`config.mk`:
```
export PLATFORM = sky130hd
export DESIGN_NAME = gamepad_frame_receiver_flat
export DESIGN_NICKNAME = d
export VERILOG_FILES = /design/src/sv/gfr_pkg.sv /design/src/sv/gfr_byte_if.sv /design/src/sv/gfr_pad_if.sv /design/src/sv/gfr_framer.sv /design/src/sv/gamepad_frame_receiver.sv /design/src/flat_wrapper.sv
export VERILOG_INCLUDE_DIRS = /design/src /design/src/sv
export SDC_FILE = /design/constraint.sdc
export NUM_CORES = 1
export LEC_CHECK = 0
export ABC_AREA = 1
export BUFFER_PORTS_ARGS = -buffer_cell sky130_fd_sc_hd__clkbuf_2
export CAP_MARGIN = 25
export CORE_ASPECT_RATIO = 1.5
export CORE_MARGIN = 2
export CORE_UTILIZATION = 40
export CTS_BUF_LIST = sky130_fd_sc_hd__clkbuf_16
export CTS_CLUSTER_DIAMETER = 120
export DETAILED_ROUTE_END_ITERATION = 16
export GPL_TIMING_DRIVEN = 0
export PLACE_DENSITY_LB_ADDON = 0.1
export SYNTH_ARGS = -nofsm -noshare
export SYNTH_HDL_FRONTEND = slang
export SYNTH_SLANG_ARGS = --single-unit
```
`constraint.sdc`:
```
create_clock -name clk -period 4.7 [get_ports clk]
set_input_delay 0.94 -clock clk [delete_from_list [all_inputs] [get_ports clk]]
set_output_delay 0.94 -clock clk [all_outputs]
set_load 0.01 [all_outputs]
```
`src/sv/assert_macros.svh`:
```
// -----------------------------------------------------------------------------
// assert_macros.svh
// Shared concurrent assertion macros, clocked and reset-qualified.
// -----------------------------------------------------------------------------
`ifndef ASSERT_MACROS_SVH
`define ASSERT_MACROS_SVH

// Same-cycle implication.
`define ASSERT_IMPL(label, clk, rst_n, ante, cons) \
	label: assert property (@(posedge clk) disable iff (!(rst_n)) (ante) |-> (cons)) \
		else $error("assertion failed");

// Next-cycle implication.
`define ASSERT_NEXT(label, clk, rst_n, ante, cons) \
	label: assert property (@(posedge clk) disable iff (!(rst_n)) (ante) |=> (cons)) \
		else $error("assertion failed");

`endif

```
`src/sv/gfr_pkg.sv`:
```
// -----------------------------------------------------------------------------
// gfr_pkg
// Markers, frame positions, status codes and result type of the receiver.
// -----------------------------------------------------------------------------
package gfr_pkg;

	localparam logic [7:0] START_MARK = 8'hAF;
	localparam logic [7:0] END_MARK   = 8'hED;

	localparam int PAYLOAD_LEN = 8;

	// frame position: hunting, payload 1..8, checksum, end byte
	localparam logic [3:0] POS_HUNT     = 4'd0;
	localparam logic [3:0] POS_FIRST    = 4'd1;
	localparam logic [3:0] POS_LAST_PL  = 4'd8;
	localparam logic [3:0] POS_CHECKSUM = 4'd9;
	localparam logic [3:0] POS_END      = 4'd10;

	typedef enum logic [1:0] {
		STAT_OK       = 2'd0,
		STAT_CSUM_ERR = 2'd1,
		STAT_END_ERR  = 2'd2
	} status_t;

	typedef struct packed {
		logic [7:0] left_x;
		logic [7:0] left_y;
		logic [7:0] right_x;
		logic [7:0] right_y;
		logic [7:0] left_trigger;
		logic [7:0] right_trigger;
		logic [7:0] buttons_a;
		logic [7:0] buttons_b;
		status_t    status;
	} frame_t;

endpackage

```
`src/sv/gfr_byte_if.sv`:
```
// -----------------------------------------------------------------------------
// gfr_byte_if
// Valid/ready channel carrying one received serial byte per beat.
// -----------------------------------------------------------------------------
interface gfr_byte_if;
	logic       valid;
	logic       ready;
	logic [7:0] rx_byte;

	modport source (output valid, output rx_byte, input ready);
	modport sink (input valid, input rx_byte, output ready);
endinterface

```
`src/sv/gfr_pad_if.sv`:
```
// -----------------------------------------------------------------------------
// gfr_pad_if
// Valid/ready channel carrying one decoded gamepad frame per beat.
// -----------------------------------------------------------------------------
interface gfr_pad_if;
	import gfr_pkg::*;

	logic       valid;
	logic       ready;
	logic [7:0] left_x;
	logic [7:0] left_y;
	logic [7:0] right_x;
	logic [7:0] right_y;
	logic [7:0] left_trigger;
	logic [7:0] right_trigger;
	logic [7:0] buttons_a;
	logic [7:0] buttons_b;
	status_t    status;

	modport source (output valid, output left_x, output left_y, output right_x,
		output right_y, output left_trigger, output right_trigger,
		output buttons_a, output buttons_b, output status, input ready);
	modport sink (input valid, input left_x, input left_y, input right_x,
		input right_y, input left_trigger, input right_trigger,
		input buttons_a, input buttons_b, input status, output ready);
endinterface

```
`src/sv/gfr_framer.sv`:
```
// -----------------------------------------------------------------------------
// gfr_framer
// Frame position tracking, payload capture, running sum and status check.
// -----------------------------------------------------------------------------
module gfr_framer (
	input  logic            clk,
	input  logic            arst_n,
	input  logic            step,
	input  logic [7:0]      rx_byte,
	output logic            emit,
	output gfr_pkg::frame_t frame
);
	import gfr_pkg::*;

	logic [3:0] pos_q;
	logic [7:0] sum_q;
	logic [7:0] payload_q [PAYLOAD_LEN];
	logic [7:0] csum_q;
	logic [3:0] pos_m1;
	logic       hunting;
	logic       in_payload;
	logic [3:0] pos_nxt;
	logic [7:0] sum_nxt;

	assign hunting    = (pos_q == POS_HUNT) || (pos_q > POS_END);
	assign in_payload = !hunting && (pos_q <= POS_LAST_PL);
	assign emit       = (pos_q == POS_END);
	assign pos_m1     = pos_q - POS_FIRST;

	always_comb begin
		pos_nxt = pos_q;
		sum_nxt = sum_q;
		if (hunting) begin
			if (rx_byte == START_MARK) begin
				pos_nxt = POS_FIRST;
				sum_nxt = 8'd0;
			end else begin
				pos_nxt = POS_HUNT;
			end
		end else if (in_payload) begin
			pos_nxt = pos_q + 4'd1;
			sum_nxt = sum_q + rx_byte;
		end else if (pos_q == POS_CHECKSUM) begin
			pos_nxt = POS_END;
		end else begin
			pos_nxt = POS_HUNT;
		end
	end

	always_ff @(posedge clk or negedge arst_n) begin
		if (!arst_n) begin
			pos_q <= POS_HUNT;
			sum_q <= 8'd0;
		end else if (step) begin
			pos_q <= pos_nxt;
			sum_q <= sum_nxt;
		end
	end

	// payload and checksum bytes need no reset
	always_ff @(posedge clk) begin
		if (step && in_payload) begin
			payload_q[pos_m1[2:0]] <= rx_byte;
		end
		if (step && (pos_q == POS_CHECKSUM)) begin
			csum_q <= rx_byte;
		end
	end

	always_comb begin
		frame.left_x        = payload_q[0];
		frame.left_y        = payload_q[1];
		frame.right_x       = payload_q[2];
		frame.right_y       = payload_q[3];
		frame.left_trigger  = payload_q[4];
		frame.right_trigger = payload_q[5];
		frame.buttons_a     = payload_q[6];
		frame.buttons_b     = payload_q[7];
		if (rx_byte != END_MARK) begin
			frame.status = STAT_END_ERR;
		end else if (sum_q != csum_q) begin
			frame.status = STAT_CSUM_ERR;
		end else begin
			frame.status = STAT_OK;
		end
	end

endmodule

```
`src/sv/gamepad_frame_receiver.sv`:
```
// A frame result is loaded into the result register when its end byte moves on from the input register.
// Throughput: one byte per cycle while no end byte stalls, one frame every 11 bytes at best.
// The input register and the result register part the two channels, so
// bytes keep flowing while a finished frame waits on the output, until the
// next end byte reaches the input register and stalls there.
// Reset (arst_n low, asynchronous): hunting for start, no byte or result held.
// -----------------------------------------------------------------------------
// gamepad_frame_receiver
// Start/end delimited gamepad frame receiver with additive checksum check.
// -----------------------------------------------------------------------------
`include "assert_macros.svh"

module gamepad_frame_receiver (
	input  logic  clk,
	input  logic  arst_n,
	gfr_byte_if.sink rx,
	gfr_pad_if.source pad
);
	import gfr_pkg::*;

	// stage 1: accepted byte
	logic       valid_s1;
	logic [7:0] byte_s1;

	// stage 2: result register
	logic       valid_s2;
	frame_t     frame_s2;

	logic       emit;
	frame_t     frame_nxt;
	logic       advance;
	logic       load_res;

	// An end byte can only move on when the result register is free or
	// being drained this cycle; every other byte moves on at once.
	assign advance  = valid_s1 && (!emit || !valid_s2 || pad.ready);
	assign load_res = advance && emit;
	assign rx.ready = !valid_s1 || advance;

	always_ff @(posedge clk or negedge arst_n) begin
		if (!arst_n) begin
			valid_s1 <= 1'b0;
		end else if (rx.valid && rx.ready) begin
			valid_s1 <= 1'b1;
		end else if (advance) begin
			valid_s1 <= 1'b0;
		end
	end

	always_ff @(posedge clk) begin
		if (rx.valid && rx.ready) begin
			byte_s1 <= rx.rx_byte;
		end
	end

	gfr_framer u_framer (
		.clk     (clk),
		.arst_n  (arst_n),
		.step    (advance),
		.rx_byte (byte_s1),
		.emit    (emit),
		.frame   (frame_nxt)
	);

	always_ff @(posedge clk or negedge arst_n) begin
		if (!arst_n) begin
			valid_s2 <= 1'b0;
		end else if (load_res) begin
			valid_s2 <= 1'b1;
		end else if (pad.ready) begin
			valid_s2 <= 1'b0;
		end
	end

	always_ff @(posedge clk) begin
		if (load_res) begin
			frame_s2 <= frame_nxt;
		end
	end

	assign pad.valid         = valid_s2;
	assign pad.left_x        = frame_s2.left_x;
	assign pad.left_y        = frame_s2.left_y;
	assign pad.right_x       = frame_s2.right_x;
	assign pad.right_y       = frame_s2.right_y;
	assign pad.left_trigger  = frame_s2.left_trigger;
	assign pad.right_trigger = frame_s2.right_trigger;
	assign pad.buttons_a     = frame_s2.buttons_a;
	assign pad.buttons_b     = frame_s2.buttons_b;
	assign pad.status        = frame_s2.status;

	// empty result register never throttles the input
	`ASSERT_IMPL(a_ready_when_empty, clk, arst_n, !valid_s2, rx.ready)
	// a held byte that cannot move on is kept, not dropped
	`ASSERT_NEXT(a_s1_hold, clk, arst_n, valid_s1 && !advance,
		valid_s1 && $stable(byte_s1))
	// results only carry defined status codes
	`ASSERT_IMPL(a_status_code, clk, arst_n, valid_s2,
		frame_s2.status == STAT_OK || frame_s2.status == STAT_CSUM_ERR ||
		frame_s2.status == STAT_END_ERR)

endmodule

```
`src/flat_wrapper.sv`:
```
// flat-port wrapper written by rule: the top's interface ports become plain ports
module gamepad_frame_receiver_flat import gfr_pkg::*;
  (clk, arst_n, rx_valid, rx_rx_byte, rx_ready, pad_valid, pad_left_x, pad_left_y, pad_right_x, pad_right_y, pad_left_trigger, pad_right_trigger, pad_buttons_a, pad_buttons_b, pad_status, pad_ready);
  gfr_byte_if rx_i ();
  gfr_pad_if pad_i ();
  input  logic clk;
  input  logic arst_n;
  input wire logic [$bits(rx_i.valid)-1:0] rx_valid;
  input wire logic [$bits(rx_i.rx_byte)-1:0] rx_rx_byte;
  output wire logic [$bits(rx_i.ready)-1:0] rx_ready;
  output wire logic [$bits(pad_i.valid)-1:0] pad_valid;
  output wire logic [$bits(pad_i.left_x)-1:0] pad_left_x;
  output wire logic [$bits(pad_i.left_y)-1:0] pad_left_y;
  output wire logic [$bits(pad_i.right_x)-1:0] pad_right_x;
  output wire logic [$bits(pad_i.right_y)-1:0] pad_right_y;
  output wire logic [$bits(pad_i.left_trigger)-1:0] pad_left_trigger;
  output wire logic [$bits(pad_i.right_trigger)-1:0] pad_right_trigger;
  output wire logic [$bits(pad_i.buttons_a)-1:0] pad_buttons_a;
  output wire logic [$bits(pad_i.buttons_b)-1:0] pad_buttons_b;
  output wire logic [$bits(pad_i.status)-1:0] pad_status;
  input wire logic [$bits(pad_i.ready)-1:0] pad_ready;
  assign rx_i.valid = rx_valid;
  assign rx_i.rx_byte = rx_rx_byte;
  assign rx_ready = rx_i.ready;
  assign pad_valid = pad_i.valid;
  assign pad_left_x = pad_i.left_x;
  assign pad_left_y = pad_i.left_y;
  assign pad_right_x = pad_i.right_x;
  assign pad_right_y = pad_i.right_y;
  assign pad_left_trigger = pad_i.left_trigger;
  assign pad_right_trigger = pad_i.right_trigger;
  assign pad_buttons_a = pad_i.buttons_a;
  assign pad_buttons_b = pad_i.buttons_b;
  assign pad_status = pad_i.status;
  assign pad_i.ready = pad_ready;
  gamepad_frame_receiver u_core (.clk(clk), .arst_n(arst_n), .rx(rx_i), .pad(pad_i));
endmodule
```
Word level (Yosys, flattened, before mapping)
Memories as Yosys holds them, arrays and structs flattened. A register that Yosys moved wholly into a read port is not among the register bits.
Cells that the tools add are included.
Operators by class
  add/sub/neg operators: 3
  magnitude comparators: 2
  eq/ne operators: 6
  multiplexer cells: 14
  reduce and logical (&&, ||, !) cells: 19
Operator list (count)
  8-bit 2-to-1 mux: 3
  4-bit 2-to-1 mux: 3
  8-bit adder: 1
  4-bit == test, second input constant: 2
  8-bit == test, second input constant: 1
  1-bit 2-to-1 mux: 8
  8-bit inequality test: 1
  8-bit inequality test, second input constant: 1
  1-bit logical AND: 6
  2-bit nonzero test: 3
  4-bit by 1-bit adder with 4-bit output, second input constant: 1
  4-bit greater-than comparator, second input constant: 1
  4-bit less-or-equal comparator, second input constant: 1
  1-bit zero test: 4
  4-bit zero test: 1
  1-bit logical OR: 4
  3-bit AND reduction: 1
  3-bit by 1-bit subtractor with 3-bit output, second input constant: 1
  2-bit by 1-bit inequality test with 1-bit output, second input constant: 1
Word-level totals
  flip-flop bits (word level): 32
  bits in writable memories: 64
  input bits: 12
  memories: 1
Memory list
  u_core.u_framer.payload_q: words 8, width 8, rd ports 8, clocked after Yosys merged registers in 8, wr ports 1, line gfr_framer.sv:17  | logic [7:0] payload_q [PAYLOAD_LEN];

Longest topological paths before layout
Gate-level depths: netlist (run 1).
  depth in word-level cells: 8
  depth in mapped cells: 10
  mapped depth without buffers: 10

Hierarchy
Synthesis (run 1) repeated with hierarchy kept, for this count alone.
Unflattened totals
  cell total of the unflattened synthesis: 350
  area total of the unflattened synthesis: 5765.5 um2
By module, submodules not included
  gfr_framer: times used 1, cells each 262, area an instance 3435.8 um2, seq. area each 2462.4 um2
  gamepad_frame_receiver: times used 1, cells each 88, area an instance 2329.7 um2, seq. area each 2272.2 um2

Worst setup path after synthesis (run 1)
Ideal clock, no wire load.
  path kind: in2reg
  start point: input port pad_ready
  end point: register pad_buttons_a[0] (netlist name)
  library setup time: 0.490 ns
  arrival time: 4.015 ns
  required time: 4.210 ns
  slack: 0.194 ns
  stages on the path: 4
  buffers on the path: 0
  path through: inv_1 > nand2_1 > o21ai_4 > nor2_1
On the way
  cells in the longest elaborated chain, start to end: 3
Ends and longest elaborated chain
  start, declared: line flat_wrapper.sv:21  | input wire logic [$bits(pad_i.ready)-1:0] pad_ready;
  1-bit logical OR: line gamepad_frame_receiver.sv:36  | assign advance = valid_s1 && (!emit || !valid_s2 || pad.ready);
  1-bit logical AND: line gamepad_frame_receiver.sv:36
  1-bit logical AND: line gamepad_frame_receiver.sv:37  | assign load_res = advance && emit;
  net u_core.load_res: line gamepad_frame_receiver.sv:32  | logic load_res;
The timed path passes the listed nets, and every way through them passes these cells.
A chain may end at the register's enable or synchronous reset.

Worst setup path after layout (run 1)
  start point: register u_core.u_framer.pos_q[0]
  end point: output port rx_ready
On the way
  cells in the longest elaborated chain, start to end: 6
Ends and longest elaborated chain
  start, declared: line gfr_framer.sv:15  | logic [3:0] pos_q;
  start signal, assigned: line gfr_framer.sv:55  | pos_q <= pos_nxt;
  4-bit == test: line gfr_framer.sv:27  | assign emit = (pos_q == POS_END);
  1-bit zero test: line gamepad_frame_receiver.sv:36
  1-bit logical OR (2 in a row): line gamepad_frame_receiver.sv:36
  1-bit logical AND: line gamepad_frame_receiver.sv:36
  1-bit logical OR: line gamepad_frame_receiver.sv:38  | assign rx.ready = !valid_s1 || advance;
  end, declared: line flat_wrapper.sv:10  | output wire logic [$bits(rx_i.ready)-1:0] rx_ready;
Every way passes these cells.

==> results of run 1 <==
cells in the final DEF (no fill, tap or decap), drive strengths merged, types with 2 or more instances in the layout:
master,count
inv,38
nand4,8
ha,12
nand3b,2
clkbuf,96
edfxtp,146
xor2,5
dfrtp,14
o21ai,4
nand3,18
buf,2
nand2,78
nor2,27
a21oi,3
clkinv,5
xnor2,4
critical path: stages (launching register included):
cell	delay, ps
sky130_fd_sc_hd__dfrtp_1	470
sky130_fd_sc_hd__inv_2	160
sky130_fd_sc_hd__ha_1	210
sky130_fd_sc_hd__nand3_4	160
sky130_fd_sc_hd__nor2_4	200
sky130_fd_sc_hd__nand2_1	90
sky130_fd_sc_hd__clkbuf_2	130
power breakdown:
part	leakage (nW)	internal [mW]	switching, mW	total, mW
Combinational	0.945	0.125	0.220	0.345
Sequential	1.50	1.61	0.0660	1.67
Clock	0.288	0.711	0.604	1.32
worst paths after layout:
kind / start / endpoint / slack (ps)
setup / recovery: u_core.u_framer.pos_q[0] / rx_ready / 1910
hold / removal: u_core.u_framer.payload_q[5][6] / pad_right_trigger[6] / 410
setup reg to reg: u_core.u_framer.pos_q[0] / u_core.u_framer.payload_q[6][6] / 2110
hold reg to reg: u_core.u_framer.payload_q[5][6] / pad_right_trigger[6] / 410
max in group asynchronous: arst_n / u_core.u_framer.sum_q[0] / 3970
min in group asynchronous: arst_n / u_core.u_framer.sum_q[6] / 440
logic make-up (layout without fill, tap and decap cells):
family,Yosys count,after routing,synth area share [%]
and+or+nand+nor,134,134,11.6
xor gates and xnor gates,9,9,1.35
buffers and inverters,28,141,1.81
DFF,160,160,81.3
AOI/OAI and AO/OA,9,9,1.01
adders and majority gates,13,13,2.92
per-stage QoR:
stage	hold slack (ps)	power (mW)
2_1_floorplan	400	1.95
3_3_place_gp	401	2.04
3_5_place_dp	405	2.05
4_1_cts	410	3.36
5_1_grt	410	3.48
6_report	407	3.33
flip-flops by register name, indices dropped and copies added (netlist names):
| register | cells |
|---|---|
| pad_right_trigger | 8 |
| u_core.u_framer.pos_q | 4 |
| u_core.byte_s1 | 8 |
| u_core.u_framer.sum_q | 8 |
| pad_right_y | 8 |
| pad_buttons_b | 8 |
| pad_left_trigger | 8 |
| u_core.u_framer.csum_q | 8 |
| pad_left_x | 8 |
| pad_left_y | 8 |
| u_core.pad.valid | 1 |
| pad_right_x | 8 |
| u_core.pad.status | 2 |
| pad_buttons_a | 8 |
| u_core.valid_s1 | 1 |
| u_core.u_framer.payload_q | 64 |
area by class of cell:
cell class | count | area (sq um)
Sequential cell | 160 | 4730
Multi-Input combinational cell | 165 | 988
Tap cell | 196 | 245
Fill cell | 1230 | 7290
Inverter | 28 | 105
Clock inverter | 15 | 155
Clock buffer | 17 | 425
Timing Repair Buffer | 81 | 443
routing by layer:
layer / wire (microns) / part of all wire, % / global-route usage (%)
met1: 4090 / 41 / 15.7
met2: 5430 / 54 / 25.2
met3: 402 / 4.0 / 3.76
met4: 109 / 1.1 / 5.47
met5: 0 / 0 / 0
==> results.py, run 1 <==
metrics = {
    "timing": {
        "max_clock_skew_ps": 12.0,
        "final_period_minus_worst_setup_slack_ps": 2790,
        "timing.slew.headroom_pct": 40.0,
        "worst_pin_slew_ps": 900,
        "setup_viol": 0,
        "final-max-slew-violation-count": 0,
        "post-route-period-util_pct": 59.3,
        "post-route-worst-setup-slack_ps": 1910,
        "grt_setup_unrepaired": "false",
        "tns_ps": 0,
        "max_freq_ghz": 0.359,
        "hold_vio_cnt_final": 0,
    },
    "synthesis": {
        "synth_enable_flop_cells": 146,
        "synth.top_cells.by_area": "sky130_fd_sc_hd__edfxtp_1 75%, sky130_fd_sc_hd__dfrtp_1 6.0%, sky130_fd_sc_hd__nand2_1 4.6%, sky130_fd_sc_hd__ha_1 2.6%, sky130_fd_sc_hd__inv_1 1.7%",
        "netlist.area_leader.share_pct": 75.3,
        "yosys.cell_count.top_type": "sky130_fd_sc_hd__edfxtp_1",
        "synth_register_bits": 160,
        "synth.cells.most_frequent": "146 x sky130_fd_sc_hd__edfxtp_1, 72 x sky130_fd_sc_hd__nand2_1, 26 x sky130_fd_sc_hd__inv_1",
        "synth_top_area_cell": "sky130_fd_sc_hd__edfxtp_1",
        "ys_dominant_reg_cell": "sky130_fd_sc_hd__edfxtp_1",
        "synth_nets": 378,
        "ys.warnings.count": 0,
        "yosysSeqAreaShare_pct": 81.3,
        "synthCells": 353,
        "synth.distinct_cells": 26,
        "synthArstFlopShare_pct": 8.75,
        "synth_area_per_cell_sq_um": 16.5,
        "netlist_area_sq_um": 5820,
    },
    "final_layout": {
        "stdcell_area_sq_um": 7100,
        "antenna_cells_inserted": 0,
        "stdcell_count": 662,
        "signed_area_change_from_the_synthesized_netlist_to_the_final_layout_pct": 21.9,
        "drive_above_1_share_pct": 29.0,
        "nNetsFinal": 478,
        "utilization_after_layout_pct": 49.3,
    },
    "floorplanning": {
        "core.rowCount": 54,
        "die_h_microns": 152,
        "die_w_microns": 102,
        "initial_core_util_pct": 40.4,
        "die_area_sq_um": 15600,
        "core_area_sq_um": 14400,
        "num_io_pins": 80,
    },
    "critical_path": {
        "worstSetupEndpointType": "primary output",
        "worstPathRequired_ps": 3760,
        "r2r.worst_path.cells": 8,
        "worst-setup-path-type": "reg -> out",
        "critical_path_at_ps": 1850,
        "cp-start-kind": "flop",
        "critical_path.max_fanout": 6,
    },
    "cts": {
        "clock_path_buffers": 2,
        "clock_sink_count": 160,
        "worstSkewPairLatency_ps": 410,
        "cts.root.buffer_cell": "sky130_fd_sc_hd__clkbuf_16",
        "post_cts_resize_count": 0,
        "cts.reportedPaths.clkPinSlew_ps": 70,
        "cts_setup_buffers": 0,
        "tritoncts.num_buffers": 17,
        "tritoncts": "built",
        "htreeDepth": 4,
        "cts-hold-fix-buffers": 0,
    },
    "route": {
        "antenna_violating_nets_post_route": 0,
        "drc_errors": 0,
        "vias_per_cell": 4.48,
        "post_dr_wirelength_cell_microns": 15.2,
        "dr.first_iter.drc_count": 164,
        "detail_route.wirelength_mm": 10.0,
        "detail_route.first_pass.iterations": 4,
        "via_count": 2964,
    },
    "pwr": {
        "cellLeakagePower_nw": 2.73,
        "power.density_nw_per_um2": 469,
        "vdd.ir_drop.worst_uv": 231,
    },
    "global_routing": {
        "globalRouteTotalUtil_pct": 14.1,
        "grt_max_degree": 35,
        "grt_pass1_wl_mm": 15.7,
        "via_count_of_the_first_global_routing_pass": 2929,
        "grt_antenna_before_repair": 0,
        "gr_overflow_total": 0,
    },
    "hold_path": {
        "hp-class": "reg -> reg",
        "min_path_cells": 0,
    },
    "placed_design": {
        "numPortBuffers": 79,
        "dpl.hpwl_mm": 6.83,
        "numPlacedInstances": 630,
        "place_congestion": 0.770,
        "detailedPlace.worstSlack_ps": 1960,
        "placement.cell_area_sq_um": 6520,
    },
    "run_status": {
        "status": "finished, final reports clean",
    },
    "run": {
        "cap_violations": 0,
    },
}
Power figures use the tool's default switching activity.
==> inputs of run 2 (changes only) <==
- clock period: 4.7 -> 2.8 ns (I/O delays scaled with it)
==> results.py, run 2 (same netlist as run 1, synthesis figures left out) <==
metrics = {
    "run_status": {
        "status": "finished, final reports clean",
    },
    "route": {
        "vias_per_cell": 4.52,
        "post_dr_wirelength_cell_microns": 14.8,
        "detail_route.wirelength_mm": 9.79,
        "via_count": 2985,
        "drc_errors": 0,
        "detail_route.first_pass.iterations": 4,
        "antenna_violating_nets_post_route": 0,
        "dr.first_iter.drc_count": 175,
    },
    "cts": {
        "worstSkewPairLatency_ps": 410,
        "cts-hold-fix-buffers": 0,
        "cts.reportedPaths.clkPinSlew_ps": 60,
        "tritoncts": "built",
        "cts_setup_buffers": 0,
        "post_cts_resize_count": 0,
        "cts.root.buffer_cell": "sky130_fd_sc_hd__clkbuf_16",
        "clock_path_buffers": 2,
        "tritoncts.num_buffers": 17,
        "htreeDepth": 4,
        "clock_sink_count": 160,
    },
    "global_routing": {
        "grt_pass1_wl_mm": 14.9,
        "grt_max_degree": 35,
        "grt_antenna_before_repair": 0,
        "via_count_of_the_first_global_routing_pass": 2789,
        "gr_overflow_total": 0,
        "globalRouteTotalUtil_pct": 13.5,
    },
    "final_layout": {
        "fillers": 1231,
        "antenna_cells_inserted": 0,
        "final_common_cell": "sky130_fd_sc_hd__edfxtp_1",
        "utilization_after_layout_pct": 49.2,
        "final-seq-area_sq_um": 4730,
        "combined_area_of_the_multi_input_logic_cells_sq_um": 988,
        "max_ffs_per_register": 64,
        "nNetsFinal": 477,
        "stdcell_area_sq_um": 7090,
        "drive_above_1_share_pct": 28.7,
        "signed_area_change_from_the_synthesized_netlist_to_the_final_layout_pct": 21.8,
        "mostFrequentLayoutCells": "146 x sky130_fd_sc_hd__edfxtp_1, 79 x sky130_fd_sc_hd__clkbuf_2, 72 x sky130_fd_sc_hd__nand2_1",
    },
    "critical_path": {
        "worstPathRequired_ps": 2840,
        "worst-setup-path-type": "reg -> reg",
        "cp-start-kind": "flop",
        "critical_path.max_fanout": 9,
        "critical_path_at_ps": 2580,
        "timing.reg2reg.setup_slack_ps": 260,
        "worstSetupEndpointType": "flop",
        "crit_start": "u_core.u_framer.pos_q[0]",
        "reg2reg_from": "u_core.u_framer.pos_q[0]",
    },
    "timing": {
        "grt_setup_unrepaired": "false",
        "worst_pin_slew_ps": 987,
        "max_freq_ghz": 0.393,
        "hold_vio_cnt_final": 0,
        "tns_ps": 0,
        "final_period_minus_worst_setup_slack_ps": 2540,
        "post-route-period-util_pct": 90.8,
        "finalHoldWorstSlack_ps": 61.5,
        "timing.slew.headroom_pct": 34.0,
        "setup_viol": 0,
        "final-max-slew-violation-count": 0,
        "max_clock_skew_ps": 8.72,
    },
    "pwr": {
        "power.density_nw_per_um2": 801,
        "vdd.ir_drop.worst_uv": 389,
        "cellLeakagePower_nw": 2.72,
    },
    "floorplanning": {
        "num_io_pins": 80,
        "initial_core_util_pct": 40.4,
        "die_area_sq_um": 15600,
        "core.rowCount": 54,
        "die_h_microns": 152,
        "die_w_microns": 102,
        "core_area_sq_um": 14400,
    },
    "placed_design": {
        "place_congestion": 0.818,
        "dpl.hpwl_mm": 6.52,
        "placement.cell_area_sq_um": 6490,
        "numPortBuffers": 79,
    },
    "hold_path": {
        "hp-class": "in -> async",
    },
    "run": {
        "cap_violations": 0,
    },
}
==> run 2: path summary, 6_finish.rpt <==
kind,end,depth (start not counted)
hold reg to reg,pad_left_x[5],0
setup / recovery,u_core.u_framer.payload_q[4][5],8
min in group clk,u_core.byte_s1[1],1
hold / removal,u_core.u_framer.sum_q[5],1
setup reg to reg,u_core.u_framer.payload_q[4][5],8
max in group asynchronous,u_core.u_framer.sum_q[4],1
==> run 2: power by group <==
group / internal (mW) / switching [mW] / total (mW) / leakage, nW
clock: 1.34 / 0.950 / 2.29 / 0.286
combinational: 0.209 / 0.363 / 0.573 / 0.933
sequential: 2.70 / 0.115 / 2.81 / 1.50
==> run 2: layout make-up <==
class	count	area share (%)
Tap cell	196	3.46
Clock inverter	14	2.44
Sequential cell	160	66.8
Timing Repair Buffer	80	5.86
Inverter	28	1.48
Clock buffer	17	6.00
Multi-Input combinational cell	165	13.9
==> run 2: critical path: stages, from the launching register on <==
cell and delay (ps):
sky130_fd_sc_hd__dfrtp_1 460, sky130_fd_sc_hd__inv_2 160, sky130_fd_sc_hd__ha_1 210, sky130_fd_sc_hd__nand3_4 170
sky130_fd_sc_hd__nand3_4 210, sky130_fd_sc_hd__nand2_4 80, sky130_fd_sc_hd__nor2_8 150, sky130_fd_sc_hd__nand2_2 90
sky130_fd_sc_hd__nor2_1 630
==> run 2: metrics by stage <==
stage | worst slack [ps] | std cells | total power, mW
floorplan | 383 | 353 | 3.28
global placement | -133 | 628 | 3.43
detailed placement | 197 | 629 | 3.44
CTS | 185 | 660 | 5.74
global route | 53.0 | 660 | 5.94
finish | 258 | 660 | 5.67
==> run 2: layer usage <==
layer / up-vias / wire length [microns] / GRT usage (%)
met4: 0 / 127 / 5.80
met1: 1440 / 4070 / 16.0
met3: 9 / 421 / 3.53
li1: 1463 / - / -
met5: - / 0 / 0
met2: 73 / 5180 / 23.1
==> inputs of run 3 (changes only) <==
- ABC_AREA: 1 -> 0
==> results.py, run 3 <==
metrics = {
    "run_status": {
        "status": "finished, final reports clean",
    },
    "synthesis": {
        "synth.distinct_cells": 44,
        "ys.warnings.count": 0,
        "synth_enable_flop_cells": 146,
        "synth.top_cells.by_area": "sky130_fd_sc_hd__edfxtp_1 77%, sky130_fd_sc_hd__dfrtp_1 6.2%, sky130_fd_sc_hd__ha_1 2.6%, sky130_fd_sc_hd__xor2_1 1.7%, sky130_fd_sc_hd__nor2_1 0.93%",
        "synth_nets": 320,
        "netlist.area_leader.share_pct": 77.2,
        "synth_area_per_cell_sq_um": 19.3,
        "ys_dominant_reg_cell": "sky130_fd_sc_hd__edfxtp_1",
        "synth_top_area_cell": "sky130_fd_sc_hd__edfxtp_1",
        "yosys.cell_count.top_type": "sky130_fd_sc_hd__edfxtp_1",
        "synthArstFlopShare_pct": 8.75,
        "synth_register_bits": 160,
        "synth.cells.most_frequent": "146 x sky130_fd_sc_hd__edfxtp_1, 14 x sky130_fd_sc_hd__dfrtp_1, 14 x sky130_fd_sc_hd__nor2_1",
        "synthCells": 295,
        "netlist_area_sq_um": 5680,
        "yosysSeqAreaShare_pct": 83.4,
    },
    "route": {
        "detail_route.wirelength_mm": 9.90,
        "dr.first_iter.drc_count": 158,
        "vias_per_cell": 4.78,
        "antenna_violating_nets_post_route": 0,
        "detail_route.first_pass.iterations": 4,
        "drc_errors": 0,
        "via_count": 2754,
        "post_dr_wirelength_cell_microns": 17.2,
    },
    "cts": {
        "cts.root.buffer_cell": "sky130_fd_sc_hd__clkbuf_16",
        "cts.reportedPaths.clkPinSlew_ps": 60,
        "clock_sink_count": 160,
        "clock_path_buffers": 2,
        "cts-hold-fix-buffers": 0,
        "post_cts_resize_count": 8,
        "tritoncts": "built",
        "htreeDepth": 4,
        "cts_setup_buffers": 0,
        "worstSkewPairLatency_ps": 410,
        "tritoncts.num_buffers": 17,
    },
    "critical_path": {
        "crit_chain": "inv_1, ha_1, nand3b_1, o21ai_2, buf_2, nor2_4, buf_12, buf_16",
        "cp_slowest_stage_delay_ps": 440,
        "timing.reg2reg.setup_slack_ps": 210,
        "worstSetupEndpointType": "flop",
        "crit_start": "u_core.u_framer.pos_q[0]",
        "cp-start-kind": "flop",
        "cpLargestDelayFamily": "buffers and inverters",
        "cp_slowest_cell": "sky130_fd_sc_hd__dfrtp_2",
        "worst-setup-path-type": "reg -> reg",
        "logic_depth_of_the_worst_setup_path_including_buffers": 8,
        "critical_path.max_fanout": 28,
        "reg2reg_to": "pad_left_x[6]",
        "r2r.worst_path.cells": 8,
        "critical_path_at_ps": 2710,
        "worstPathRequired_ps": 2910,
        "number_of_buffers_and_inverters_on_the_critical_path": 4,
        "timing.critical_path.to": "pad_left_x[6]",
        "reg2reg_from": "u_core.u_framer.pos_q[0]",
    },
    "floorplanning": {
        "core.rowCount": 53,
        "die_area_sq_um": 15200,
        "initial_core_util_pct": 40.8,
        "die_w_microns": 101,
        "num_io_pins": 80,
        "die_h_microns": 150,
        "core_area_sq_um": 13900,
    },
    "global_routing": {
        "gr_overflow_total": 0,
        "via_count_of_the_first_global_routing_pass": 2768,
        "globalRouteTotalUtil_pct": 13.9,
        "grt_antenna_before_repair": 0,
        "grt_pass1_wl_mm": 15.0,
        "grt_max_degree": 29,
    },
    "timing": {
        "max_freq_ghz": 0.385,
        "final-max-slew-violation-count": 0,
        "grt_setup_unrepaired": "false",
        "tns_ps": 0,
        "hold_vio_cnt_final": 0,
        "post-route-worst-setup-slack_ps": 206,
        "setup_viol": 0,
        "final_period_minus_worst_setup_slack_ps": 2590,
        "max_clock_skew_ps": 7.36,
        "timing.slew.headroom_pct": 57.5,
        "worst_pin_slew_ps": 637,
        "post-route-period-util_pct": 92.6,
    },
    "final_layout": {
        "drive_above_1_share_pct": 34.5,
        "fillers": 1188,
        "signed_area_change_from_the_synthesized_netlist_to_the_final_layout_pct": 23.8,
        "stdcell_count": 576,
        "max_ffs_per_register": 64,
        "final-seq-area_sq_um": 4740,
        "final_common_cell": "sky130_fd_sc_hd__edfxtp_1",
        "stdcell_area_sq_um": 7030,
        "nNetsFinal": 424,
        "combined_area_of_the_multi_input_logic_cells_sq_um": 951,
        "antenna_cells_inserted": 0,
        "mostFrequentLayoutCells": "146 x sky130_fd_sc_hd__edfxtp_1, 79 x sky130_fd_sc_hd__clkbuf_2, 17 x sky130_fd_sc_hd__clkbuf_16",
    },
    "placed_design": {
        "dpl.hpwl_mm": 6.62,
        "detailedPlace.worstSlack_ps": -307,
        "numPlacedInstances": 545,
        "place_congestion": 0.818,
        "placement.cell_area_sq_um": 6370,
        "numPortBuffers": 79,
    },
    "run": {
        "cap_violations": 0,
    },
    "pwr": {
        "power_mw": 6.65,
        "vdd.ir_drop.worst_uv": 444,
        "cellLeakagePower_nw": 2.57,
        "power.density_nw_per_um2": 946,
    },
    "hold_path": {
        "hp-class": "in -> async",
    },
}
run 3: cell types whose count changed in the layout (fill, tap and decap cells not counted), moves of 4 or more:
cell                      delta
sky130_fd_sc_hd__nand2_1    -59
sky130_fd_sc_hd__inv_1      -16
sky130_fd_sc_hd__nand3_1    -12
sky130_fd_sc_hd__nor2_1     -10
sky130_fd_sc_hd__nand4_1     -8
sky130_fd_sc_hd__nor3_1      +6
sky130_fd_sc_hd__xor2_1      +6
sky130_fd_sc_hd__a21oi_1     +4
sky130_fd_sc_hd__mux2_2      +4
sky130_fd_sc_hd__nand2_2     -4
run 3: cell type report:
cell class                 count  share of cell area (%)
buffer                         3                   0.285
clock inverter                14                    2.60
inverter                      11                   0.587
sequential                   160                    67.4
timing repair buffer          85                    6.65
multi-input combinational    121                    13.5
tap                          165                    2.94
clock buffer                  17                    6.05
run 3: worst reg2reg max path, stage by stage (launching register included):
cell	delay, ps
sky130_fd_sc_hd__dfrtp_2	440
sky130_fd_sc_hd__inv_1	140
sky130_fd_sc_hd__ha_1	230
sky130_fd_sc_hd__nand3b_1	210
sky130_fd_sc_hd__o21ai_2	160
sky130_fd_sc_hd__buf_2	220
sky130_fd_sc_hd__nor2_4	410
sky130_fd_sc_hd__buf_12	270
sky130_fd_sc_hd__buf_16	200
run 3: logic make-up (layout without fill, tap and decap cells):
| kind of cell | Yosys count | in the layout | synth area share (%) |
|---|---|---|---|
| buffers and inverters | 14 | 130 | 1.08 |
| AO/OA/AOI/OAI | 32 | 32 | 4.08 |
| flip-flops | 160 | 160 | 83.4 |
| AND/OR/NAND/NOR | 56 | 56 | 5.18 |
| multiplexers | 6 | 6 | 1.15 |
| adder cells (fa/ha/maj) | 13 | 13 | 3.00 |
| XOR/XNOR | 14 | 14 | 2.16 |
run 3: worst min path at each step:
stage | slack [ps] | endpoint | start
detailed placement | 400 | pad_buttons_a[2] | u_core.u_framer.payload_q[6][2]
global route | 80 | u_core.valid_s1 | arst_n
CTS | 70 | u_core.valid_s1 | arst_n
floorplan | 260 | u_core.pad.valid | arst_n
finish | 60 | u_core.valid_s1 | arst_n
global placement | 400 | pad_buttons_a[5] | u_core.u_framer.payload_q[6][5]
run 3: where the power goes:
| group | switching, mW | total (mW) | internal, mW |
|---|---|---|---|
| clock | 0.927 | 2.35 | 1.42 |
| sequential | 0.189 | 3.14 | 2.95 |
| combinational | 0.716 | 1.17 | 0.450 |
run 3: through the flow:
step / utilization, % / hold WS, ps
CTS: 50.3 / 66.1
detailed placement: 45.7 / 405
global route: 50.5 / 76.7
finish: 50.5 / 64.9
global placement: 45.2 / 400
floorplan: - / 264
run 3: per-layer routing:
metal / wire [microns] / GRT usage, % / up-vias
met5: 0 / 0 / -
met4: 225 / 6.69 / 0
met3: 387 / 3.55 / 13
met2: 5280 / 23.9 / 76
met1: 4010 / 15.9 / 1326
li1: - / - / 1339
